**config.mk**
```make
export PLATFORM = sky130hd
export DESIGN_NAME = mdo_div
export DESIGN_NICKNAME = d
export VERILOG_FILES = /design/src/sv/mdo_div.sv
export SDC_FILE = /design/constraint.sdc
export NUM_CORES = 1
export LEC_CHECK = 0
export ABC_CLOCK_PERIOD_IN_PS = 3300
export BUFFER_PORTS_ARGS = -buffer_cell sky130_fd_sc_hd__buf_4
export CAP_MARGIN = 40
export CORE_ASPECT_RATIO = 0.7
export CORE_UTILIZATION = 54
export DETAILED_ROUTE_END_ITERATION = 8
export GPL_TIMING_DRIVEN = 0
export PLACE_DENSITY_LB_ADDON = 0.12
export SLEW_MARGIN = 20
export SYNTH_ARGS = -nofsm -noshare
export SYNTH_HDL_FRONTEND = slang
export SYNTH_SLANG_ARGS = --single-unit
export TNS_END_PERCENT = 10
```
**constraint.sdc**
```tcl
create_clock -name clk -period 3.3 [get_ports clk]
set_input_delay 0.66 -clock clk [delete_from_list [all_inputs] [get_ports clk]]
set_output_delay 0.66 -clock clk [all_outputs]
set_load 0.01 [all_outputs]
```
**src/sv/mdo_div.sv**
```systemverilog
// Unsigned restoring divider, one quotient bit per cycle.
`timescale 1ns / 1ps
module mdo_div #(
  parameter int NW = 48,
  parameter int DW = 16
) (
  input  logic          clk,
  input  logic          rst,
  input  logic          start,
  input  logic [NW-1:0] num,
  input  logic [DW-1:0] den,
  output logic          done,
  output logic [NW-1:0] quo
);
  localparam int CW = $clog2(NW + 1);

  logic [DW-1:0] rem;
  logic [DW-1:0] dreg;
  logic [NW-1:0] q;
  logic [CW-1:0] cnt;
  logic          busy;
  logic [DW:0]   trial;
  logic          ge;

  assign trial = {rem, q[NW-1]};
  assign ge    = trial >= {1'b0, dreg};
  assign quo   = q;

  always_ff @(posedge clk) begin
    if (rst) begin
      busy <= 1'b0;
      done <= 1'b0;
      cnt  <= '0;
    end else begin
      done <= 1'b0;
      if (start) begin
        busy <= 1'b1;
        cnt  <= CW'(NW);
      end else if (busy) begin
        cnt <= cnt - 1'b1;
        if (cnt == CW'(1)) begin
          busy <= 1'b0;
          done <= 1'b1;
        end
      end
    end
  end

  always_ff @(posedge clk) begin
    if (start) begin
      rem  <= '0;
      q    <= num;
      dreg <= den;
    end else if (busy) begin
      rem <= ge ? DW'(trial - {1'b0, dreg}) : trial[DW-1:0];
      q   <= {q[NW-2:0], ge};
    end
  end
endmodule

```
# [Word level (Yosys, flattened, before mapping)]
# Cells that the tools add are included.
# W data, S select, Z words.
[classes] n_addsub=2 order_cmp=1 eq_ne=1 muxes=9 bitwise_logic=1 n_reduce_logical=3
[ops] cell="$mux W48" n=2
[ops] cell="$ge A17 B16 Y1" n=1
[ops] cell="$mux W16" n=1
[ops] cell="$sub A16 B16 Y16" n=1
[ops] cell="$mux W6" n=2
[ops] cell="$eq A6 B1 Y1 const B" n=1
[ops] cell="$sub A6 B1 Y6 const B" n=1
[ops] cell="$mux W1" n=4
[ops] cell="$reduce_or A3 Y1" n=1
[ops] cell="$reduce_bool A2 Y1" n=1
[ops] cell="$reduce_or A2 Y1" n=1
[ops] cell="$not A1 Y1" n=1
[totals] ff_bits=88 in_bits=67 out_inout_bits=49 wordCells=24

# [Logic depth before layout (Yosys ltp)]
[logic_depth] word_depth=4 depth_mapped=10 depth_no_buf=9

# [Least setup slack after synthesis]
# No wires, ideal clock.
[synth_timing] path_kind="input to register" startpoint="input start" endpoint="register q[0] (netlist: quo[0]), enable pin" setup_ps=407 t_arrival_ps=2200 t_required_ps=2893 setup_slack_ps=694 cell_stages=3 path_buffers=1 cell_sequence="clkbuf_1 clkinv_1 nand2_1"
[synth_between] elab_chain_cells=1
[synth_lines] element="start: declaration" line_no="9" text="input logic start,"
[synth_lines] element="$reduce_bool A2 Y1 (no line)"
[synth_lines] element="end signal: assignment" line_no="52" text="q <= num;"
[synth_lines] element="end signal: assignment" line_no="56" text="q <= {q[NW-2:0], ge};"
[synth_lines] element="end: declaration" line_no="19" text="logic [NW-1:0] q;"
# No other way between the ends.
# A chain may end at the register's enable or synchronous reset.

# [Worst setup path in the final report]
[layout_timing] startpoint="register q[47] (netlist: quo[47])" endpoint="register rem[8]"
[layout_between] elab_chain_cells=2 elab_cells_between_ends=3 cone_classes="add/sub: 1; order compare: 1; mux: 1"
[layout_lines] element="$sub A16 B16 Y16 or $ge A17 B16 Y1 (tied branches)" line_no="55, 26"
[layout_lines] element="$mux W16 *" line_no="55" text="rem <= ge ? DW'(trial - {1'b0, dreg}) : trial[DW-1:0];"
[layout_lines] element="end signal: assignment" line_no="55"
[layout_lines] element="end: declaration" line_no="17" text="logic [DW-1:0] rem;"
# Every way passes the cells marked *; elsewhere a longest branch is shown, timed or not.

==> flow_metrics.tcl <==
set metrics [dict create \
    status "complete, no violations" \
    clock_power_share 0.317 \
    place_congestion 0.9212 \
    worst-setup-path-type "flop to flop" \
    grt_pass1_wl_um 18190 \
    vdd_drop_max_mv 0.3740 \
    min_from "den[10]" \
    die_area_sq_mm 0.009162 \
    p_seq_frac 0.442 \
    place_hpwl_um 8573 \
    synth_ff_type "edfxtp_1" \
    busiest_layer "met2" \
    use_met1 0.3777 \
    die_x_um 114.0 \
    p_leak_uw 0.002450 \
    critPathSlowestCell "o31ai_1" \
    r2r-start "quo[47]" \
    synth_seq_cells 88 \
    grt-ovfl-total 0 \
    core-area_sq_mm 0.008478 \
    powerDensity_mw_per_mm2 514.6 \
    r2r_cells 9 \
    path_clk_slew_ns 0.06 \
    synth_edf_count 64 \
    min_path_cells 1 \
    r2r_slack_ns 0.61 \
    cts_resized 0 \
    critPathMaxFanout 3 \
    pwr-share-comb 0.241 \
    antenna_left 0 \
    cts_tree "built" \
    dp.cells 639 \
    fmax_mhz 371.8 \
    mappedNetlistArea_sq_mm 0.004740 \
    nets 616 \
    syn_inst 404 \
    yosysWarningCount 0 \
    drt_wl_total_um 11980 \
    endpoint_kind "flop" \
    hold_viol 0 \
    hold-worst-slack_ns 0.4863 \
    grt_pass1_vias 3483 \
    maxSlewHeadroom 0.5232 \
    slowest_delay_ns 0.59 \
    rsz0062_at_grt "no" \
    cp.arrival_ns 2.92 \
    cts.sinks 88 \
    finClkSkew_ns 0.01036 \
    syn_to_final_growth_pct 27.69 \
    maxCapViolations 0 \
    finalPower_uw 3114 \
    final_cell_mix "114 x buf_4, 64 x edfxtp_1, 47 x mux2_2" \
    drv_slew 0 \
    ys_seq_area_frac 0.5069 \
    power.internal_uw 2200 \
    grtUsageMet2 0.3976 \
    clk_latency_ns 0.35 \
    synthArstFlopShare 0 \
    numPortBuffers 114 \
    postCtsSetupBuffers 0 \
    p_sw_uw 914.5 \
    clockBufferDepth 2 \
    cp_cell_sequence "inv_1 > ha_1 > fa_1 > nor2b_1 > o31ai_1 > a32o_1 > xnor2_1 > nor2_1 > a2111oi_2" \
    nFillCells 660 \
    grt_max_degree 31 \
    ys_types 67 \
    stdcell_count 655 \
    die_y_um 80.39 \
    avgRoutedWirePerCell_um 18.30 \
    drc_errors 0 \
    via_per_inst 5.756 \
    io_pins 116 \
    first_pass_iters 5 \
    register_area_sq_mm 0.002402 \
    hold_path_class "input port to flop" \
    cts_buffers 9 \
    diodes 0 \
    start_kind "flop" \
    multi_input_area_sq_mm 0.002111 \
    final_common_cell "buf_4" \
    reg2reg_to "rem[8]" \
    swShare 0.2937 \
    start_util 0.5590 \
    htreeDepth 3 \
    row_count 28 \
    whs_endpoint "dreg[10]" \
    route.vias.total 3770 \
    antenna_found_initial 0 \
    setup_viol 0 \
    synthesis.nets 490 \
    ctsHoldBuffers 0 \
    drive_gt1_frac 0.3925 \
    fin_crit_ns 2.689 \
    drtIter0Drc 381 \
    grt.met3_usage 0.08453 \
    cts-root-buf "clkbuf_16" \
    worst_pin_slew_ns 0.7091 \
    avgSynthCellArea_sq_um 11.73 \
    grt_util_all_layers 0.2671 \
    crit_required_ns 3.53 \
    min_period_over_period 0.8150 \
]
## kinds of logic after synthesis
group,Yosys count,share of synthesized area
adder cells (fa/ha/maj),19,0.05174
AND/OR/NAND/NOR,95,0.1053
AO/OA/AOI/OAI,90,0.1518
flip-flops,88,0.5069
buffers and inverters,52,0.04831
multiplexers,48,0.1138
XOR/XNOR,12,0.02218
## registers in the layout, summed over array words and instances, names as in the netlist
name	flops
done	1
dreg	16
cnt	6
rem	16
quo	48
busy	1
## worst max-delay path: cells and delay by family (launching register included)
kind | cells | cell delay (ns)
flip-flops | 1 | 0.47
adder cells (fa/ha/maj) | 2 | 0.42
AND/OR/NAND/NOR | 2 | 0.15
XOR/XNOR | 1 | 0.13
buffers and inverters | 1 | 0.12
AO/OA/AOI/OAI | 3 | 1.28
## stage by stage
stage	setup slack, ns	utilization	cell area [sq um]	TNS (ns)
global placement	-0.4735	0.6777	5746	-22.59
floorplan	0.6935	-	4740	0
global route	0.4816	0.7138	6052	0
finish	0.6106	0.7138	6052	0
CTS	0.6441	0.7138	6052	0
detailed placement	0.3865	0.6803	5768	0
## synth_stat cells, types with 5 or more instances
master / count / area share
a311oi_1: 9 / 0.017
and3_1: 5 / 0.0066
nor3_1: 6 / 0.0063
inv_1: 24 / 0.019
ha_1: 18 / 0.048
dfxtp_1: 24 / 0.10
o21ai_0: 13 / 0.014
edfxtp_1: 64 / 0.41
xnor2_1: 8 / 0.015
nor4_1: 6 / 0.0079
o21ai_1: 5 / 0.0053
nor2_1: 21 / 0.017
a21oi_1: 15 / 0.016
buf_2: 6 / 0.0063
nand3_1: 18 / 0.019
clkbuf_1: 13 / 0.010
nand2_1: 18 / 0.014
mux2_2: 47 / 0.11
## worst max-delay path by stage
stage | startpoint | endpoint | slack (ns) | depth (start not counted)
floorplan | start | quo[0] | 0.69 | 3
global placement | start | quo[8] | -0.47 | 4
detailed placement | start | quo[17] | 0.39 | 5
CTS | quo[47] | rem[8] | 0.64 | 9
global route | quo[47] | rem[8] | 0.48 | 9
finish | quo[47] | rem[8] | 0.61 | 9
## metal layers
layer  wire length, um  vias up
met5                 0        -
met2              5300      154
met3              1017       15
met4               173        0
met1              5493     1809
li1                  -     1792
## area by class of cell
cell class | count | area share
clock buffers | 11 | 0.04011
repair buffers | 115 | 0.1447
inverters | 25 | 0.01551
multi-input cells | 264 | 0.3488
plain buffers | 27 | 0.02233
well taps | 120 | 0.02481
flip-flops and latches | 88 | 0.3969
clock inverters | 5 | 0.006822
## power groups by stage
| stage | sequential [uW] | combinational (uW) | clock (uW) |
|---|---|---|---|
| floorplan | 1420 | 432 | 0 |
| global placement | 1400 | 717 | 0 |
| detailed placement | 1400 | 738 | 0 |
| CTS | 1380 | 745 | 1000 |
| global route | 1390 | 811 | 1030 |
| finish | 1380 | 751 | 986 |
Power figures use the tool's default switching activity.
