**src/sv/mdo_pkg.sv**
```systemverilog
// Shared types, constants and helper functions for the mecanum odometry core.
`timescale 1ns / 1ps
package mdo_pkg;

  localparam int CORDIC_STEPS_DEF = 16;
  localparam int ATAN_ENTRIES     = 24;

  localparam logic [7:0] REG_WHEEL_RADIUS   = 8'd0;
  localparam logic [7:0] REG_WHEEL_BASE_SUM = 8'd1;

  localparam logic CMD_UPDATE = 1'b0;
  localparam logic CMD_RESET  = 1'b1;

  localparam logic [15:0] RADIUS_RESET = 16'd2176;
  localparam logic [15:0] BASE_RESET   = 16'd13107;

  // Q2.30 angle constants
  localparam logic signed [34:0] TWO_PI_Q30   = 35'sd6746518852;
  localparam logic signed [34:0] PI_Q30       = 35'sd3373259426;
  localparam logic signed [34:0] HALF_PI_Q30  = 35'sd1686629713;
  localparam logic signed [33:0] CORDIC_START = 34'sd652032874;
  localparam logic [46:0] TWO_PI_WIDE   = 47'd6746518852;
  // 2*pi * 2^13, makes any shifted Q15.16 heading nonnegative
  localparam logic [46:0] REDUCE_OFFSET = 47'd55267482435584;

  typedef struct packed {
    logic               command;
    logic signed [31:0] front_right_angle;
    logic signed [31:0] front_left_angle;
    logic signed [31:0] rear_right_angle;
    logic signed [31:0] rear_left_angle;
    logic [15:0]        elapsed_time;
  } in_t;

  typedef struct packed {
    logic signed [31:0] x_velocity;
    logic signed [31:0] y_velocity;
    logic signed [31:0] angular_velocity;
    logic signed [31:0] heading;
    logic signed [31:0] x_pose;
    logic signed [31:0] y_pose;
  } out_t;

  typedef enum logic [4:0] {
    S_IDLE, S_WHEEL, S_MX, S_MY, S_MA, S_ADIV_GO, S_ADIV_WAIT, S_MH, S_HEAD,
    S_CORDIC_GO, S_CORDIC_WAIT, S_P1, S_P2, S_P3, S_P4, S_P5, S_P6, S_P7, S_DONE
  } state_t;

  typedef enum logic [2:0] {
    C_IDLE, C_REDUCE, C_FOLD, C_ROTATE, C_DONE
  } cordic_state_t;

  function automatic logic signed [34:0] atan_q30(input logic [4:0] idx);
    logic signed [34:0] v;
    unique case (idx)
      5'd0:  v = 35'sd843314857;
      5'd1:  v = 35'sd497837829;
      5'd2:  v = 35'sd263043837;
      5'd3:  v = 35'sd133525159;
      5'd4:  v = 35'sd67021687;
      5'd5:  v = 35'sd33543516;
      5'd6:  v = 35'sd16775851;
      5'd7:  v = 35'sd8388437;
      5'd8:  v = 35'sd4194283;
      5'd9:  v = 35'sd2097149;
      5'd10: v = 35'sd1048576;
      5'd11: v = 35'sd524288;
      5'd12: v = 35'sd262144;
      5'd13: v = 35'sd131072;
      5'd14: v = 35'sd65536;
      5'd15: v = 35'sd32768;
      5'd16: v = 35'sd16384;
      5'd17: v = 35'sd8192;
      5'd18: v = 35'sd4096;
      5'd19: v = 35'sd2048;
      5'd20: v = 35'sd1024;
      5'd21: v = 35'sd512;
      5'd22: v = 35'sd256;
      5'd23: v = 35'sd128;
      default: v = '0;
    endcase
    return v;
  endfunction

  function automatic logic signed [31:0] sat32(input logic signed [71:0] v);
    logic signed [31:0] r;
    if (v > 72'sd2147483647) r = 32'sh7fffffff;
    else if (v < -72'sd2147483648) r = 32'sh80000000;
    else r = v[31:0];
    return r;
  endfunction

  // saturate sign and magnitude to a signed 32-bit value
  function automatic logic signed [31:0] sat_mag(input logic [63:0] mag, input logic neg);
    logic signed [31:0] r;
    if (!neg) r = (mag > 64'd2147483647) ? 32'sh7fffffff : $signed(mag[31:0]);
    else r = (mag > 64'd2147483648) ? 32'sh80000000 : $signed(-mag[31:0]);
    return r;
  endfunction

endpackage

```
**src/sv/mdo_div.sv**
```systemverilog
// Unsigned restoring divider, one quotient bit per cycle.
`timescale 1ns / 1ps
module mdo_div #(
  parameter int NW = 48,
  parameter int DW = 16
) (
  input  logic          clk,
  input  logic          rst,
  input  logic          start,
  input  logic [NW-1:0] num,
  input  logic [DW-1:0] den,
  output logic          done,
  output logic [NW-1:0] quo
);
  localparam int CW = $clog2(NW + 1);

  logic [DW-1:0] rem;
  logic [DW-1:0] dreg;
  logic [NW-1:0] q;
  logic [CW-1:0] cnt;
  logic          busy;
  logic [DW:0]   trial;
  logic          ge;

  assign trial = {rem, q[NW-1]};
  assign ge    = trial >= {1'b0, dreg};
  assign quo   = q;

  always_ff @(posedge clk) begin
    if (rst) begin
      busy <= 1'b0;
      done <= 1'b0;
      cnt  <= '0;
    end else begin
      done <= 1'b0;
      if (start) begin
        busy <= 1'b1;
        cnt  <= CW'(NW);
      end else if (busy) begin
        cnt <= cnt - 1'b1;
        if (cnt == CW'(1)) begin
          busy <= 1'b0;
          done <= 1'b1;
        end
      end
    end
  end

  always_ff @(posedge clk) begin
    if (start) begin
      rem  <= '0;
      q    <= num;
      dreg <= den;
    end else if (busy) begin
      rem <= ge ? DW'(trial - {1'b0, dreg}) : trial[DW-1:0];
      q   <= {q[NW-2:0], ge};
    end
  end
endmodule

```
**src/sv/mdo_lane.sv**
```systemverilog
// One wheel lane: stored angle, wrapped difference and rate division.
`timescale 1ns / 1ps
module mdo_lane (
  input  logic               clk,
  input  logic               rst,
  input  logic               start,
  input  logic               clear,
  input  logic signed [31:0] angle,
  input  logic [15:0]        dt,
  output logic               done,
  output logic signed [31:0] rate
);
  logic [31:0] prev;
  logic [31:0] diff;
  logic [31:0] mag;
  logic        neg;
  logic [47:0] q;

  assign diff = angle - prev;
  assign mag  = diff[31] ? (~diff + 32'd1) : diff;

  always_ff @(posedge clk) begin
    if (rst || clear) prev <= '0;
    else if (start) prev <= angle;
  end

  always_ff @(posedge clk) begin
    if (start) neg <= diff[31];
  end

  mdo_div #(.NW(48), .DW(16)) u_div (
    .clk(clk), .rst(rst), .start(start), .num({mag, 16'd0}), .den(dt),
    .done(done), .quo(q)
  );

  assign rate = mdo_pkg::sat_mag({16'd0, q}, neg);
endmodule

```
**config.mk**
```make
export PLATFORM = sky130hd
export DESIGN_NAME = mdo_lane
export DESIGN_NICKNAME = d
export VERILOG_FILES = /design/src/sv/mdo_pkg.sv /design/src/sv/mdo_div.sv /design/src/sv/mdo_lane.sv
export SDC_FILE = /design/constraint.sdc
export NUM_CORES = 1
export LEC_CHECK = 0
export BUFFER_PORTS_ARGS = -buffer_cell sky130_fd_sc_hd__buf_2
export CAP_MARGIN = 20
export CORE_AREA = 2 2 122 136
export CTS_CLUSTER_DIAMETER = 120
export CTS_CLUSTER_SIZE = 40
export DETAILED_ROUTE_END_ITERATION = 12
export DIE_AREA = 0 0 124 138
export PLACE_DENSITY_LB_ADDON = 0.08
export SKIP_LAST_GASP = 1
export SLEW_MARGIN = 5
export SYNTH_ARGS = -nofsm -noshare
export SYNTH_HDL_FRONTEND = slang
export SYNTH_SLANG_ARGS = --single-unit
export TNS_END_PERCENT = 20
```
**constraint.sdc**
```tcl
create_clock -name clk -period 5.3 [get_ports clk]
set_clock_uncertainty 0.15 [all_clocks]
set_input_delay 1.06 -clock clk [delete_from_list [all_inputs] [get_ports clk]]
set_output_delay 1.06 -clock clk [all_outputs]
set_load 0.005 [all_outputs]
```
# Yosys cells after proc, flatten, opt, wreduce, memory -nomap -nowiden
# Cells that the tools add are included.
dict set report totals {
  register_bits 121
  out_inout_bits 33
  word_cells 38
}
dict set report classes {
  add_sub_neg 5
  order_cmp 3
  n_eq_ne 1
  n_mux 13
  bitwise 2
  n_reduce_logical 4
}
# op count
set op_table {}
lappend op_table {{$mux W32} 4}
lappend op_table {{$mux W48} 2}
lappend op_table {{$gt A48 B31 Y1 const B} 1}
lappend op_table {{$gt A48 B32 Y1 const B} 1}
lappend op_table {{$add A32 B1 Y32 const B} 1}
lappend op_table {{$neg A32 Y32} 1}
lappend op_table {{$not A32 Y32} 1}
lappend op_table {{$sub A32 B32 Y32} 1}
lappend op_table {{$ge A17 B16 Y1} 1}
lappend op_table {{$mux W16} 1}
lappend op_table {{$sub A16 B16 Y16} 1}
lappend op_table {{$mux W6} 2}
lappend op_table {{$eq A6 B1 Y1 const B} 1}
lappend op_table {{$sub A6 B1 Y6 const B} 1}
lappend op_table {{$mux W1} 4}
lappend op_table {{$reduce_or A3 Y1} 1}
lappend op_table {{$reduce_bool A2 Y1} 1}
lappend op_table {{$reduce_or A2 Y1} 1}
lappend op_table {{$logic_or A1 B1 Y1} 1}
lappend op_table {{$not A1 Y1} 1}

# Longest topological paths before layout
dict set report logic_depth {
  depth_word 5
  mapped_depth 15
  ltp_nobuf 14
}

# Hierarchy
# Synthesis repeated with hierarchy kept, for this count alone.
dict set report unflattened {
  cells_unflattened 1122
  hier_area_um2 9669.3
}
# mod n_inst cells_each area_per_inst_um2 seq_area_each_um2
set by_module_without_submodules {}
lappend by_module_without_submodules {mdo_lane 1 718 4929.7 670.6}
lappend by_module_without_submodules {mdo_div 1 404 4739.5 2402.3}

# Worst setup path before layout
# No wires, ideal clock.
dict set report synth_path {
  path_kind {input to register}
  from {in angle[0]}
  to {reg u_div.q[42] (netlist: u_div.quo[42]), data pin}
  arrival_time_ns 3.993
  required_ns 4.894
  slack_ns 0.901
  stages 14
  n_path_buf 0
  cell_sequence {inv_1 > ha_1 > inv_1 > fa_1 > nand3_1 > a211o_2 > a21oi_2 > or4_1 > a22oi_1 > o211ai_1 > or4b_4 > o31ai_1 > xor2_1 > a22o_1}
}
dict set report synth_via {
  elab_chain_cells 5
}
# element line_no
set synth_lines {}
lappend synth_lines {{start, declared} mdo_lane.sv:8} ;# input logic signed [31:0] angle,
lappend synth_lines {{$sub A32 B32 Y32 *} mdo_lane.sv:19} ;# assign diff = angle - prev;
lappend synth_lines {{$not A32 Y32} mdo_lane.sv:20} ;# assign mag = diff[31] ? (~diff + 32'd1) : diff;
lappend synth_lines {{$add A32 B1 Y32} mdo_lane.sv:20}
lappend synth_lines {{$mux W32 *} mdo_lane.sv:20}
lappend synth_lines {{$mux W48 *} mdo_div.sv:50} ;# if (start) begin
lappend synth_lines {{end signal, assigned} mdo_div.sv:52} ;# q <= num;
lappend synth_lines {{end signal, assigned} mdo_div.sv:56} ;# q <= {q[NW-2:0], ge};
lappend synth_lines {{end, declared} mdo_div.sv:19} ;# logic [NW-1:0] q;
# Mark *: on every way between the ends. The rest lies on a longest branch, timed or not.
# A chain may end at the register's enable or synchronous reset.

# Worst setup path after layout
dict set report layout_path {
  from {reg u_div.q[0] (netlist: u_div.quo[0])}
  to {out rate[28]}
}
dict set report layout_via {
  elab_chain_cells 3
  elab_cells_between_ends 6
}
# element line_no
set layout_lines {}
lappend layout_lines {{$gt A48 B31 Y1 (tied with other cells)} mdo_pkg.sv:96} ;# if (!neg) r = (mag > 64'd2147483647) ? 32'sh7fffffff : $signed(mag[31:0]);
lappend layout_lines {{$mux W32, on equally long branches} {mdo_pkg.sv:96, mdo_pkg.sv:97}}
lappend layout_lines {{$mux W32 *} mdo_pkg.sv:96}
lappend layout_lines {{end, declared} mdo_lane.sv:11} ;# output logic signed [31:0] rate
# Marked as above.

==> qor.csv <==
metric;value;unit
grt_pass1_vias;7913;
synth_common_cells;nand2_1 (133), nor2_1 (128), inv_1 (82), dfxtp_1 (72), o21ai_0 (72);
clkPwrFrac;36.4;%
cts_buffers;17;
clockBufferDepth;2;
numPortBuffers;84;
slew_headroom;32.3;%
r2r_slack;1.36;ns
clockRootBuffer;clkbuf_16;
yosys.cell_count.top_type;nand2_1;
num_antenna_cells;0;
layout_min_cycle_time;4.99;ns
rsz0062_at_grt;false;
routed_wirelength;21700;um
h-tree-depth;4;
yosys.area_share.xor_xnor;5.37;%
p_leak;4.18;nW
muxShareOfSynthArea;5.52;%
fp.dieArea;0.0171;mm^2
finalSetupViolCount;0;
p_per_area;299;mW/mm^2
vias;8542;
power;3.15;mW
synth_seq_cells;121;
path_buf_inv;3;
ctsResizeCount;0;
instances_no_fill;1442;
drt-initial-drc-count;425;
netSwitchingPower;0.977;mW
slew_violations;0;
cpPeakStageDelay;0.65;ns
end_kind;output port;
fmax;200;MHz
hpwlAfterDp;16000;um
synth_compound_area_share;22.6;%
final_layout_size_suffix_gt1_share;13.7;%
syn-cell-area;0.00946;mm^2
crit_arrival;3.78;ns
synth-seq-area-share;30.8;%
postLayoutCellArea;0.0105;mm^2
crit_path_max_fanout;27;
cts_tree;done;
drv_cap;0;
synth.top_cell.area_share;15.6;%
drtAntennaViolNets;0;
grt_pass1_wl;36600;um
crit_chain;inv_1 -> ha_1 -> or4b_1 -> nor3_2 -> nand4_1 -> nor3_2 -> nand2_1 -> o21ai_1 -> nand2b_1 -> inv_2 -> nand2_2 -> o311ai_0 -> buf_2;
synthCells;1175;
fin_util;66.1;%
async_flop_share;0;%
synth_top_family_by_area;compound AO/OA/AOI/OAI gates;
post-cts-setup-buffer-count;0;
worst_slew_pin_slew;1.01;ns
viasPerCell;5.92;
io_pins;85;
first_pass_iters;5;
p_comb_share;27.4;%
worstPathRequired;4.09;ns
grt_max_degree;60;
fp.dieH;138;um
place_area;0.00995;mm^2
synthAdderAreaFrac;7.17;%
grt_overflow_total;0;
crit_type;register to output port;
hold_slack;0.320;ns
synth_edf_count;49;
crit_top_cell;nor3_2;
crit_family;simple AND/OR/NAND/NOR gates;
switching_share;31.0;%
period_share;94.2;%
ys.flop_type;dfxtp_1;
synth-simple-area-share;22.3;%
p_int;2.17;mW
placementRows;49;
start_kind;register;
hp-class;register to register;
ys_types;82;
dp_slack;0.561;ns
synth_area_leaders;edfxtp_1 (16%), dfxtp_1 (15%), ha_1 (6.7%);
syn_nets;1280;
power_frac_seq;36.2;%
crit_path_top_delay_cell;o311ai_0;
dieWidth;124;um
route.detailed.drc;0;
clock_sinks;121;
core;0.0159;mm^2
synth_warnings;0;
setup_ws;0.308;ns
hold_viol;0;
syn_to_final_growth;11.3;%
grtUsageTotal;25.9;%
clkLatencyLatePin;0.42;ns
gp_congestion;0.890;
start_util;59.3;%
placedCellCount;1410;
fin_nets;1330;
synth.avg_cell_area;8.05;um^2
wl_per_cell;15.1;um
antenna_found_initial;0;
setup_tns;0;ns
hold_buffers;0;
status;finished, final reports clean;
clkTransAtPathRegs;0.06;ns
synth_top_area_cell;edfxtp_1;
peakVddDrop;0.000233;V
[final cells by class]
| cell class | count | area, um^2 |
|---|---|---|
| multi-input cells | 907 | 5960 |
| inverters | 83 | 312 |
| fillers | 1450 | 5410 |
| repair buffers | 95 | 505 |
| well taps | 204 | 255 |
| clock buffers | 26 | 500 |
| clock inverters | 6 | 86.3 |
| flip-flops and latches | 121 | 2910 |
[cell families after synthesis]
family / Yosys count
DFF: 121
adders and majority gates: 53
AOI/OAI and AO/OA: 309
and+or+nand+nor: 435
muxes: 52
xor gates and xnor gates: 58
buffers and inverters: 147
[worst paths after layout]
path / cells past startpoint / to / start
worst max-delay path: 13 / rate[28] / u_div.quo[0]
worst min-delay path: 2 / u_div.rem[15] / u_div.rem[15]
worst max register to register: 11 / u_div.quo[42] / prev[12]
worst min register to register: 2 / u_div.rem[15] / u_div.rem[15]
[metal layers]
layer	global-route usage (%)	share of wire (%)	vias to the layer above
li1	-	-	4366
met4	8.16	1.9	0
met5	0	0	-
met1	33.0	45	3970
met3	4.41	3.4	28
met2	44.4	49	178
[worst register-to-register path: stages, from the launching register on]
cell	delay, ns
dfxtp_1	0.32
inv_1	0.04
ha_1	0.45
a21oi_1	0.14
o21ai_0	0.62
nor4_1	0.15
nor3b_1	0.39
o211ai_1	0.25
or4b_4	0.61
o31ai_1	0.27
xor2_1	0.10
a22o_1	0.18
[placed cells by master, fill, tap and decap left out, types with 13 or more instances in the layout]
cell	instances
mux2i_1	51
a31oi_1	13
xor2_1	27
nor2_1	128
a21oi_1	54
a311oi_1	13
xnor2_1	31
nand3_1	21
o311ai_0	27
edfxtp_1	49
ha_1	51
o31ai_1	14
o211ai_1	15
dfxtp_1	71
nand2_1	133
clkbuf_16	18
inv_1	82
or3_1	23
nor3_1	32
o21ai_0	72
buf_2	83
[state kept, by name (all words and copies together), names as in the netlist]
| name | count |
|---|---|
| prev | 32 |
| u_div.quo | 48 |
| neg | 1 |
| u_div.done | 1 |
| u_div.busy | 1 |
| u_div.dreg | 16 |
| u_div.cnt | 6 |
| u_div.rem | 16 |
[power groups by stage]
stage               clock, mW  combinational [mW]  sequential (mW)
finish                   1.15               0.861             1.14
global route             1.21               0.971             1.15
CTS                      1.17               0.860             1.14
detailed placement          0               0.855             1.16
global placement            0               0.842             1.16
floorplan                   0               0.658             1.14
(Power assumes the default switching activity.)
