--- src/sv/mdo_pkg.sv ---
// Shared types, constants and helper functions for the mecanum odometry core.
`timescale 1ns / 1ps
package mdo_pkg;

  localparam int CORDIC_STEPS_DEF = 16;
  localparam int ATAN_ENTRIES     = 24;

  localparam logic [7:0] REG_WHEEL_RADIUS   = 8'd0;
  localparam logic [7:0] REG_WHEEL_BASE_SUM = 8'd1;

  localparam logic CMD_UPDATE = 1'b0;
  localparam logic CMD_RESET  = 1'b1;

  localparam logic [15:0] RADIUS_RESET = 16'd2176;
  localparam logic [15:0] BASE_RESET   = 16'd13107;

  // Q2.30 angle constants
  localparam logic signed [34:0] TWO_PI_Q30   = 35'sd6746518852;
  localparam logic signed [34:0] PI_Q30       = 35'sd3373259426;
  localparam logic signed [34:0] HALF_PI_Q30  = 35'sd1686629713;
  localparam logic signed [33:0] CORDIC_START = 34'sd652032874;
  localparam logic [46:0] TWO_PI_WIDE   = 47'd6746518852;
  // 2*pi * 2^13, makes any shifted Q15.16 heading nonnegative
  localparam logic [46:0] REDUCE_OFFSET = 47'd55267482435584;

  typedef struct packed {
    logic               command;
    logic signed [31:0] front_right_angle;
    logic signed [31:0] front_left_angle;
    logic signed [31:0] rear_right_angle;
    logic signed [31:0] rear_left_angle;
    logic [15:0]        elapsed_time;
  } in_t;

  typedef struct packed {
    logic signed [31:0] x_velocity;
    logic signed [31:0] y_velocity;
    logic signed [31:0] angular_velocity;
    logic signed [31:0] heading;
    logic signed [31:0] x_pose;
    logic signed [31:0] y_pose;
  } out_t;

  typedef enum logic [4:0] {
    S_IDLE, S_WHEEL, S_MX, S_MY, S_MA, S_ADIV_GO, S_ADIV_WAIT, S_MH, S_HEAD,
    S_CORDIC_GO, S_CORDIC_WAIT, S_P1, S_P2, S_P3, S_P4, S_P5, S_P6, S_P7, S_DONE
  } state_t;

  typedef enum logic [2:0] {
    C_IDLE, C_REDUCE, C_FOLD, C_ROTATE, C_DONE
  } cordic_state_t;

  function automatic logic signed [34:0] atan_q30(input logic [4:0] idx);
    logic signed [34:0] v;
    unique case (idx)
      5'd0:  v = 35'sd843314857;
      5'd1:  v = 35'sd497837829;
      5'd2:  v = 35'sd263043837;
      5'd3:  v = 35'sd133525159;
      5'd4:  v = 35'sd67021687;
      5'd5:  v = 35'sd33543516;
      5'd6:  v = 35'sd16775851;
      5'd7:  v = 35'sd8388437;
      5'd8:  v = 35'sd4194283;
      5'd9:  v = 35'sd2097149;
      5'd10: v = 35'sd1048576;
      5'd11: v = 35'sd524288;
      5'd12: v = 35'sd262144;
      5'd13: v = 35'sd131072;
      5'd14: v = 35'sd65536;
      5'd15: v = 35'sd32768;
      5'd16: v = 35'sd16384;
      5'd17: v = 35'sd8192;
      5'd18: v = 35'sd4096;
      5'd19: v = 35'sd2048;
      5'd20: v = 35'sd1024;
      5'd21: v = 35'sd512;
      5'd22: v = 35'sd256;
      5'd23: v = 35'sd128;
      default: v = '0;
    endcase
    return v;
  endfunction

  function automatic logic signed [31:0] sat32(input logic signed [71:0] v);
    logic signed [31:0] r;
    if (v > 72'sd2147483647) r = 32'sh7fffffff;
    else if (v < -72'sd2147483648) r = 32'sh80000000;
    else r = v[31:0];
    return r;
  endfunction

  // saturate sign and magnitude to a signed 32-bit value
  function automatic logic signed [31:0] sat_mag(input logic [63:0] mag, input logic neg);
    logic signed [31:0] r;
    if (!neg) r = (mag > 64'd2147483647) ? 32'sh7fffffff : $signed(mag[31:0]);
    else r = (mag > 64'd2147483648) ? 32'sh80000000 : $signed(-mag[31:0]);
    return r;
  endfunction

endpackage

--- src/sv/mdo_cordic.sv ---
// Angle reduction and iterative CORDIC rotation for sine and cosine.
`timescale 1ns / 1ps
module mdo_cordic #(
  parameter int STEPS = mdo_pkg::CORDIC_STEPS_DEF
) (
  input  logic               clk,
  input  logic               rst,
  input  logic               start,
  input  logic signed [31:0] angle,
  output logic               done,
  output logic signed [33:0] cos_val,
  output logic signed [33:0] sin_val
);
  localparam int NSTEP = (STEPS > mdo_pkg::ATAN_ENTRIES) ? mdo_pkg::ATAN_ENTRIES : STEPS;

  mdo_pkg::cordic_state_t state, state_next;
  logic [46:0]        rem;
  logic [46:0]        sub;
  logic [3:0]         k;
  logic [4:0]         i;
  logic signed [34:0] z, r0, r1, r2;
  logic               fold_neg, neg;
  logic signed [33:0] x, y, xs, ys;

  assign sub = mdo_pkg::TWO_PI_WIDE << k;

  always_comb begin
    r0 = $signed({2'b00, rem[32:0]});
    r1 = (r0 > mdo_pkg::PI_Q30) ? r0 - mdo_pkg::TWO_PI_Q30 : r0;
    fold_neg = 1'b1;
    if (r1 > mdo_pkg::HALF_PI_Q30) r2 = r1 - mdo_pkg::PI_Q30;
    else if (r1 < -mdo_pkg::HALF_PI_Q30) r2 = r1 + mdo_pkg::PI_Q30;
    else begin
      r2 = r1;
      fold_neg = 1'b0;
    end
  end

  assign xs = x >>> i;
  assign ys = y >>> i;

  always_comb begin
    state_next = state;
    unique case (state)
      mdo_pkg::C_IDLE:   if (start) state_next = mdo_pkg::C_REDUCE;
      mdo_pkg::C_REDUCE: if (k == 4'd0) state_next = mdo_pkg::C_FOLD;
      mdo_pkg::C_FOLD:   state_next = mdo_pkg::C_ROTATE;
      mdo_pkg::C_ROTATE: if (i == 5'(NSTEP - 1)) state_next = mdo_pkg::C_DONE;
      mdo_pkg::C_DONE:   state_next = mdo_pkg::C_IDLE;
      default:           state_next = mdo_pkg::C_IDLE;
    endcase
  end

  always_comb begin
    done    = (state == mdo_pkg::C_DONE);
    cos_val = neg ? -x : x;
    sin_val = neg ? -y : y;
  end

  always_ff @(posedge clk) begin
    if (rst) state <= mdo_pkg::C_IDLE;
    else state <= state_next;
  end

  always_ff @(posedge clk) begin
    unique case (state)
      mdo_pkg::C_IDLE: begin
        rem <= 47'($signed({{15{angle[31]}}, angle}) <<< 14) + mdo_pkg::REDUCE_OFFSET;
        k   <= 4'd13;
      end
      mdo_pkg::C_REDUCE: begin
        if (rem >= sub) rem <= rem - sub;
        k <= k - 4'd1;
      end
      mdo_pkg::C_FOLD: begin
        z   <= r2;
        neg <= fold_neg;
        x   <= mdo_pkg::CORDIC_START;
        y   <= '0;
        i   <= '0;
      end
      mdo_pkg::C_ROTATE: begin
        if (!z[34]) begin
          x <= x - ys;
          y <= y + xs;
          z <= z - mdo_pkg::atan_q30(i);
        end else begin
          x <= x + ys;
          y <= y - xs;
          z <= z + mdo_pkg::atan_q30(i);
        end
        i <= i + 5'd1;
      end
      default: ;
    endcase
  end
endmodule

--- config.mk ---
export PLATFORM = sky130hd
export DESIGN_NAME = mdo_cordic
export DESIGN_NICKNAME = d
export VERILOG_FILES = /design/src/sv/mdo_pkg.sv /design/src/sv/mdo_cordic.sv
export SDC_FILE = /design/constraint.sdc
export NUM_CORES = 1
export LEC_CHECK = 0
export ABC_AREA = 1
export BUFFER_PORTS_ARGS = -buffer_cell sky130_fd_sc_hd__clkbuf_2
export CAP_MARGIN = 30
export CELL_PAD_IN_SITES_DETAIL_PLACEMENT = 0
export CELL_PAD_IN_SITES_GLOBAL_PLACEMENT = 1
export CORE_AREA = 2 2 229 276
export DETAILED_ROUTE_END_ITERATION = 7
export DIE_AREA = 0 0 231 278
export PLACE_DENSITY_LB_ADDON = 0.1
export SYNTH_ARGS = -nofsm -noshare
export SYNTH_HDL_FRONTEND = slang
export SYNTH_SLANG_ARGS = --single-unit
--- constraint.sdc ---
create_clock -name clk -period 7.8 [get_ports clk]
set_clock_uncertainty 0.15 [all_clocks]
set_input_delay 0 -clock clk [delete_from_list [all_inputs] [get_ports clk]]
set_output_delay 0 -clock clk [all_outputs]
set_load 0.05 [all_outputs]
[Yosys cells after proc, flatten, opt, wreduce, memory -nomap -nowiden]
Memory sizes are Yosys's and may differ from the RTL's. A register that Yosys moved wholly into a read port is not among the register bits.
Cells that the tools add are included.
Operators by class
  reductions and logical operators: 6
  shift-type cells: 3
  multiplexer cells: 26
  add/sub/neg operators: 15
  equal/unequal tests: 9
  $lt $le $gt $ge: 4
Operator list (count)
  $mux 35: 8
  $mux 34: 4
  $pmux 34 s2: 2
  $pmux 47 s2: 1
  $pmux 35 s2: 1
  $add 34x34->34: 2
  $neg 34->34: 2
  $sshr 34x5->34: 2
  $sub 34x34->34: 2
  $add 47x46->47 const B: 1
  $ge 47x47->1: 1
  $mux 47: 1
  $shl 33x4->47 const A: 1
  $sub 47x47->47: 1
  $add 35x33->35 const B: 1
  $add 35x35->35: 1
  $gt 35x32->1 const B: 1
  $lt 35x32->1 const B: 1
  $sub 35x33->35 const B: 1
  $sub 35x35->35: 1
  $sub 33x33->34 const B: 1
  $gt 33x32->1 const B: 1
  $pmux 3 s4: 1
  $mux 5: 2
  16 further kinds: 23
Storage, ports and cells
  input port bits: 35
  register bits after elaboration: 163
  memories: 2
  logic and storage cells: 73
  memory bits (read-only): 1920
Memories
  (name not given): depth 32, bits a word 30, read ports 1, clocked after memory_dff 1, wr ports 0, line mdo_pkg.sv:55  | unique case (idx)
  (name not given): depth 32, bits a word 30, read ports 1, clocked after memory_dff 1, wr ports 0, line mdo_pkg.sv:55

[Depth between registers and ports, before layout]
Gate-level depths: netlist (run 1).
  depth in word-level cells: 6
  depth in mapped cells: 38
  depth with buffers taken out: 36

[Least setup slack after synthesis (run 1)]
Ideal clock, no wire load.
  kind: register -> register
  start: register k[1]
  end: register rem[10] (enable)
  path buffers: 0
  data required time: 7.177 ns
  cell stages (with the launch flop): 19
  period minus slack after synthesis: 5.787 ns
  setup time: 0.473 ns
  slack: 2.013 ns
  arrival: 5.164 ns
  cell sequence: edfxtp_1 > inv_1 > ha_1 > nor2_1 > a21oi_1 > o21ai_0 > ha_1 > nand2_1 > nor2_1 > inv_1 > nor2_1 > inv_1 > o21ai_0 > nand4_1 > nand2_1 > a211oi_1 > a21oi_1 > nand3_1 > a32oi_1
On the way
  word-level cells in the longest chain between the ends: 4
RTL lines
  from (decl): line mdo_cordic.sv:19  | logic [3:0] k;
  from (signal assigned): line mdo_cordic.sv:73  | k <= k - 4'd1;
  $shl 33x4->47: line mdo_cordic.sv:25  | assign sub = mdo_pkg::TWO_PI_WIDE << k;
  $ge 47x47->1: line mdo_cordic.sv:72  | if (rem >= sub) rem <= rem - sub;
  $ne 2x2->1 (no line)
  $reduce_and 2->1 (no line)
  to (signal assigned): line mdo_cordic.sv:68  | rem <= 47'($signed({{15{angle[31]}}, angle}) <<< 14) + mdo_pkg::REDUCE_OFFSET;
  to (signal assigned): line mdo_cordic.sv:72
  to (decl): line mdo_cordic.sv:17  | logic [46:0] rem;
Every way passes these cells.
A chain may end at the register's enable or synchronous reset.

[Worst setup path after layout (run 1)]
  start: register i[0]
  end: register x[26] (data pin)
On the way
  word-level cells in the longest chain between the ends: 4
  elaborated cells on any way between the ends: 5
RTL lines
  from (decl): line mdo_cordic.sv:20  | logic [4:0] i;
  from (signal assigned): line mdo_cordic.sv:92  | i <= i + 5'd1;
  $sshr 34x5->34 *: line mdo_cordic.sv:40  | assign ys = y >>> i;
  $sub 34x34->34 / $add 34x34->34 (equally long branches): line mdo_cordic.sv:84, mdo_cordic.sv:88
  $mux 34 *: line mdo_cordic.sv:83  | if (!z[34]) begin
  $pmux 34 s2 *: line mdo_cordic.sv:66  | unique case (state)
  to (signal assigned): line mdo_cordic.sv:78  | x <= mdo_pkg::CORDIC_START;
  to (signal assigned): line mdo_cordic.sv:84  | x <= x - ys;
  to (signal assigned): line mdo_cordic.sv:88  | x <= x + ys;
  to (decl): line mdo_cordic.sv:23  | logic signed [33:0] x, y, xs, ys;
Mark *: on every way between the ends. The rest lies on a longest branch, timed or not.

==> impl_metrics.csv, run 1 <==
group,metric,value,unit
run_status,status,"finished with violations",
run_status,violations,"design-rule violations",
timing,period_minus_slack,6.23,ns
timing,hold_violations,0,
clocking,post_cts_buffers,0,
layout,nFillCells,6841,
die,dieHeight,278,um
placed_design,io_buffers,103,
timing,drv_slew,0,
worst_setup_path,reg2reg_to,"x[26]",
detailed_routing,ant_nets,0,
power,pwr_density_cell,393,nW/um2
worst_setup_path,crit_slowest_cell,"edfxtp_1",
grt,grt_pass1_wl,162000,um
yosys,synth_seq_cells,191,
yosys,yosysWarnings,0,
worst_setup_path,crit_start,"i[0]",
die,die-area,64200,um2
die,start_util,45.6,%
die,rows,100,
yosys,async_flop_share,0,%
clocking,root_buffer,"clkbuf_16",
timing,setup_tns,0,ns
timing,max_slew.worst_pin.slew,0.976,ns
yosys,synth_cells,4720,
layout,drive_above_1_share,5.28,%
clocking,cts_sinks,191,
worst_setup_path,crit_required,7.87,ns
placed_design,hpwl,84100,um
layout,syn_to_final_growth,8.13,%
yosys,syn_avg_cell_area,5.95,um2
clocking,cts_buffers,17,
grt,track_usage,31.9,%
detailed_routing,route.detailed.drc,1,
clocking,clkTransAtPathRegs,0.08,ns
timing,rsz0062_at_grt,"no",
worst_setup_path,timing.rr.start,"i[0]",
yosys,ys_top_cells_by_count,"1,398 x nand2_1, 498 x inv_1, 476 x nor2_1",
clocking,htreeDepth,4,
run,max_cap_viol_count,0,
yosys,yosys.cell_types.count,63,
yosys,ys_top_cells_by_area,"nand2_1 19%, edfxtp_1 17%, o21ai_0 8.4%",
timing,slew_headroom,34.8,%
yosys,synth-edff-count,158,
yosys,synth_top_area_cell,"nand2_1",
die,io_pins,104,
die,coreArea,61600,um2
timing,max_freq,160,MHz
worst_setup_path,cp_data_arrival_time,6.30,ns
clocking,holdBufCountCts,60,
worst_setup_path,critPathKind,"reg2reg",
layout,fin_area,30400,um2
detailed_routing,vias,30900,
worst_setup_path,r2r_setup_slack,1.57,ns
yosys,synthFlopType,"edfxtp_1",
detailed_routing,via_per_inst,5.52,
die,die_x,231,um
layout,n_antenna_cell,0,
yosys,syn_nets,4929,
layout,final_util,49.4,%
yosys,ys_seq_area_share,19.2,%
timing,setup_viol,0,
clocking,clockBufferDepth,2,
grt,grt_overflow,0,
grt,antenna_found_initial,2,
timing,min_period_over_period,79.9,%
power,p_leak,14.5,nW
worst_setup_path,endpoint_kind,"flip-flop",
clocking,cts_tree,"yes",
worst_setup_path,crit_end,"x[26]",
detailed_routing,dr.pass1.iters,8,
detailed_routing,first_iter_violations,2355,
placed_design,dpl-instance-area,29200,um2
worst_setup_path,cpMostUsedCell,"o21ai_0",
worst_setup_path,cpPeakStageDelay,0.78,ns
detailed_routing,routed_wl,104000,um
worst_setup_path,critical_path_buf_inv_count,4,
worst_setup_path,crit_family,"compound AO/OA/AOI/OAI gates",
placed_design,gp_congestion,0.984,
worst_hold_path,hp-class,"in2reg",
power,ir_worst_vdd,0.000289,V
detailed_routing,wl_per_cell,18.6,um
worst_setup_path,critical_path_peak_fanout,49,
grt,grt_max_degree,70,
yosys,synth_area,28100,um2
clocking,clkLatencyLatePin,0.52,ns
layout,fin_nets,4990,
worst_setup_path,crit_cells,28,
clocking,ctsResizeCount,0,
yosys,post-synth-top-area-fraction,18.7,%
power,power.total,11.9,mW
grt,grt_pass1_vias,29500,
yosys,yosysMostFrequentCell,"nand2_1",
worst_setup_path,startpoint_type,"flip-flop",
worst_setup_path,reg2reg_depth,28,
where the power goes:
part	leakage [nW]	internal, mW	switching (mW)	total [mW]
combinational	12.4	2.77	6.32	9.09
clock	0.284	0.452	0.480	0.932
sequential	1.74	1.53	0.398	1.92
per-stage QoR:
step / hold WS, ns / instances / worst slack (ns)
2_1_floorplan: -0.0809 / 4720 / 2.01
6_report: 0.192 / 5610 / 1.57
3_5_place_dp: 0.0594 / 5517 / 1.61
4_1_cts: 0.147 / 5609 / 1.60
5_1_grt: 0.212 / 5610 / 0.795
3_3_place_gp: 0.0539 / 5517 / 1.68
cells by family after synthesis:
| family | share of synthesized area [%] |
|---|---|
| DFF | 19.2 |
| and+or+nand+nor | 35.0 |
| adders and majority gates | 7.83 |
| xor gates and xnor gates | 6.95 |
| buffers and inverters | 9.35 |
| muxes | 1.03 |
| AOI/OAI and AO/OA | 20.6 |
layout make-up:
class / count / area [um2] / share of cell area [%]
clock inverter: 15 / 155 / 0.511
timing repair buffer: 188 / 1320 / 4.36
multi-input combinational: 3863 / 20100 / 66.1
tap: 816 / 1020 / 3.36
clock buffer: 17 / 425 / 1.40
sequential: 191 / 5410 / 17.8
inverter: 520 / 1960 / 6.44
how the worst min path moves through the flow:
stage / from / endpoint / slack, ns / cells past startpoint
after floorplan: rst / state[1] / -0.08 / 1
after global placement: rst / state[1] / 0.05 / 2
after detailed placement: rst / state[1] / 0.06 / 2
after CTS: rst / state[2] / 0.15 / 3
after global routing: rst / state[2] / 0.21 / 3
final: rst / state[2] / 0.19 / 3
metal layers:
| metal | GRT usage, % | up-vias | routed length (um) |
|---|---|---|---|
| li1 | - | 15900 | - |
| met1 | 37.2 | 14000 | 42700 |
| met2 | 58.1 | 862 | 52500 |
| met3 | 3.07 | 229 | 3690 |
| met4 | 15.5 | 4 | 5320 |
| met5 | 0 | - | 27 |
cells in the final DEF (no fill, tap or decap), drive strengths merged, types with 22 or more instances in the layout:
| cell type | instances |
|---|---|
| a21oi | 375 |
| a31oi | 47 |
| buf | 25 |
| clkbuf | 120 |
| dfxtp | 33 |
| dlygate4sd3 | 60 |
| edfxtp | 158 |
| ha | 171 |
| inv | 524 |
| mux2i | 29 |
| nand2 | 1427 |
| nand3 | 270 |
| nand4 | 53 |
| nor2 | 484 |
| nor3 | 73 |
| nor4 | 22 |
| o211ai | 27 |
| o21a | 37 |
| o21ai | 493 |
| or2 | 30 |
| xnor2 | 49 |
| xor2 | 174 |
worst register-to-register path, delay by kind of cell, from the launching register on:
kind	cells	cell delay, ns
flip-flops	1	0.78
buffers and inverters	4	0.72
AO/OA/AOI/OAI	13	2.51
adder cells (fa/ha/maj)	1	0.32
XOR/XNOR	1	0.17
AND/OR/NAND/NOR	9	1.30
No activity file was read; power rests on OpenSTA's default activity.
==> inputs of run 2 (changes only) <==
clock period = 6.1 ns   (was 7.8 ns; I/O delays follow)
==> run 2 against run 1 <==
The flow now finishes without violations. Worst hold slack got worse by 0.013 ns. Critical path depth rose by 2. Sequential share of layout area fell by 0.26 points. Sequential cell count did not move. Maximum frequency rose by 9.2%. Global-route usage rose by 0.39 points. Total power rose by 30%. Non-clock buffer count rose by 49. Die area did not move. Register-to-register slack got worse by 1.2 ns.
==> impl_metrics.csv, run 2 (synthesis gave the netlist of run 1 again) <==
group,metric,value,unit
worst_setup_path,critical_path_peak_fanout,59,
timing,max_freq,175,MHz
timing,min_period_over_period,93.6,%
placed_design,io_buffers,103,
clocking,cts_buffers,17,
clocking,cts_sinks,191,
worst_setup_path,crit_start,"i[0]",
die,rows,100,
worst_setup_path,crit_required,6.26,ns
grt,track_usage,32.3,%
grt,grt_max_degree,66,
grt,grt_overflow,0,
timing,hold_violations,0,
detailed_routing,routed_wl,106000,um
detailed_routing,dr.pass1.iters,6,
timing,setup_viol,0,
detailed_routing,vias,31300,
worst_setup_path,critPathKind,"reg2reg",
timing,drv_slew,0,
detailed_routing,wl_per_cell,18.7,um
worst_setup_path,crit_end,"y[27]",
grt,grt_pass1_vias,29600,
power,pwr_density_cell,505,nW/um2
worst_setup_path,reg2reg_depth,30,
die,coreArea,61600,um2
detailed_routing,ant_nets,0,
clocking,post_cts_buffers,0,
grt,antenna_found_initial,1,
placed_design,dpl-instance-area,29600,um2
worst_setup_path,endpoint_kind,"flip-flop",
placed_design,gp_congestion,0.976,
clocking,clkTransAtPathRegs,0.10,ns
detailed_routing,route.detailed.drc,0,
die,start_util,45.6,%
worst_setup_path,crit_slowest_cell,"edfxtp_1",
run_status,status,"completed",
worst_setup_path,cp_data_arrival_time,5.87,ns
clocking,cts_tree,"yes",
worst_setup_path,cpPeakStageDelay,0.47,ns
clocking,clockBufferDepth,2,
placed_design,hpwl,85300,um
clocking,htreeDepth,4,
timing,period_minus_slack,5.71,ns
worst_setup_path,cpMostUsedCell,"nand2_1",
die,die-area,64200,um2
layout,final_common_cell,"nand2_1",
timing,max_slew.worst_pin.slew,0.906,ns
clocking,clkLatencyLatePin,0.52,ns
die,die_x,231,um
layout,n_antenna_cell,0,
layout,most-common-layout-cells,"1,398 x nand2_1, 497 x inv_1, 475 x nor2_1",
power,ir_worst_vdd,0.000340,V
layout,drive_above_1_share,6.34,%
timing,whs,0.178,ns
layout,syn_to_final_growth,9.74,%
run,max_cap_viol_count,0,
layout,fin_nets,5039,
power,p_leak,14.7,nW
worst_setup_path,r2r_setup_slack,0.39,ns
die,io_pins,104,
grt,grt_pass1_wl,164000,um
timing,slew_headroom,39.6,%
worst_setup_path,timing.rr.start,"i[0]",
die,dieHeight,278,um
layout,fin_area,30800,um2
detailed_routing,first_iter_violations,2438,
worst_setup_path,reg2reg_to,"y[27]",
worst_setup_path,startpoint_type,"flip-flop",
detailed_routing,via_per_inst,5.53,
clocking,root_buffer,"clkbuf_16",
worst_hold_path,hp-class,"in2reg",
==> run 2: worst min-delay path by stage <==
stage | slack (ns) | start | to | cells past startpoint
3_3_place_gp | 0.05 | rst | state[1] | 2
2_1_floorplan | -0.08 | rst | state[1] | 1
4_1_cts | 0.13 | rst | state[1] | 3
5_1_grt | 0.17 | rst | state[2] | 3
3_5_place_dp | 0.06 | rst | state[1] | 2
6_report | 0.18 | rst | state[1] | 3
==> run 2: worst max-delay path: cells and delay by family, from the launching register on <==
family | cells | cell delay, ns
adders and majority gates | 2 | 0.59
AOI/OAI and AO/OA | 12 | 2.02
and+or+nand+nor | 13 | 1.92
xor gates and xnor gates | 1 | 0.08
DFF | 1 | 0.47
buffers and inverters | 2 | 0.28
==> run 2: area by class of cell <==
type                    count  area, um2
fillers                  6760      30700
multi-input cells        3863      20100
flip-flops and latches    191       5410
inverters                 520       1960
repair buffers            237       1740
well taps                 816       1020
clock buffers              17        425
clock inverters            15        169
==> run 2: report_power, final <==
group	switching [mW]	internal, mW
Clock	0.662	0.587
Sequential	0.479	1.95
Combinational	8.27	3.63
==> run 2: timing repair <==
action,in CTS,in global routing
resized for setup,0,16
hold endpoints to repair,36,0
setup endpoints to repair,0,14
hold buffers,61,0
==> run 2: stage by stage <==
step / setup WS, ns / util, % / TNS, ns / cells / power, mW
floorplan: 0.313 / - / 0 / 4720 / 10.9
detailed placement: 0.376 / 48.0 / 0 / 5565 / 14.1
finish: 0.391 / 50.1 / 0 / 5659 / 15.6
CTS: 0.343 / 50.0 / 0 / 5658 / 15.4
global route: -0.000917 / 50.1 / -0.000917 / 5659 / 17.1
global placement: 0.480 / 48.0 / 0 / 5565 / 14.1
==> run 2: layer usage <==
layer  part of all wire [%]  global-route usage (%)
met3                    4.2                    3.17
met2                     50                    58.3
met5                  0.016                       0
met4                    4.6                    14.6
met1                     41                    38.5
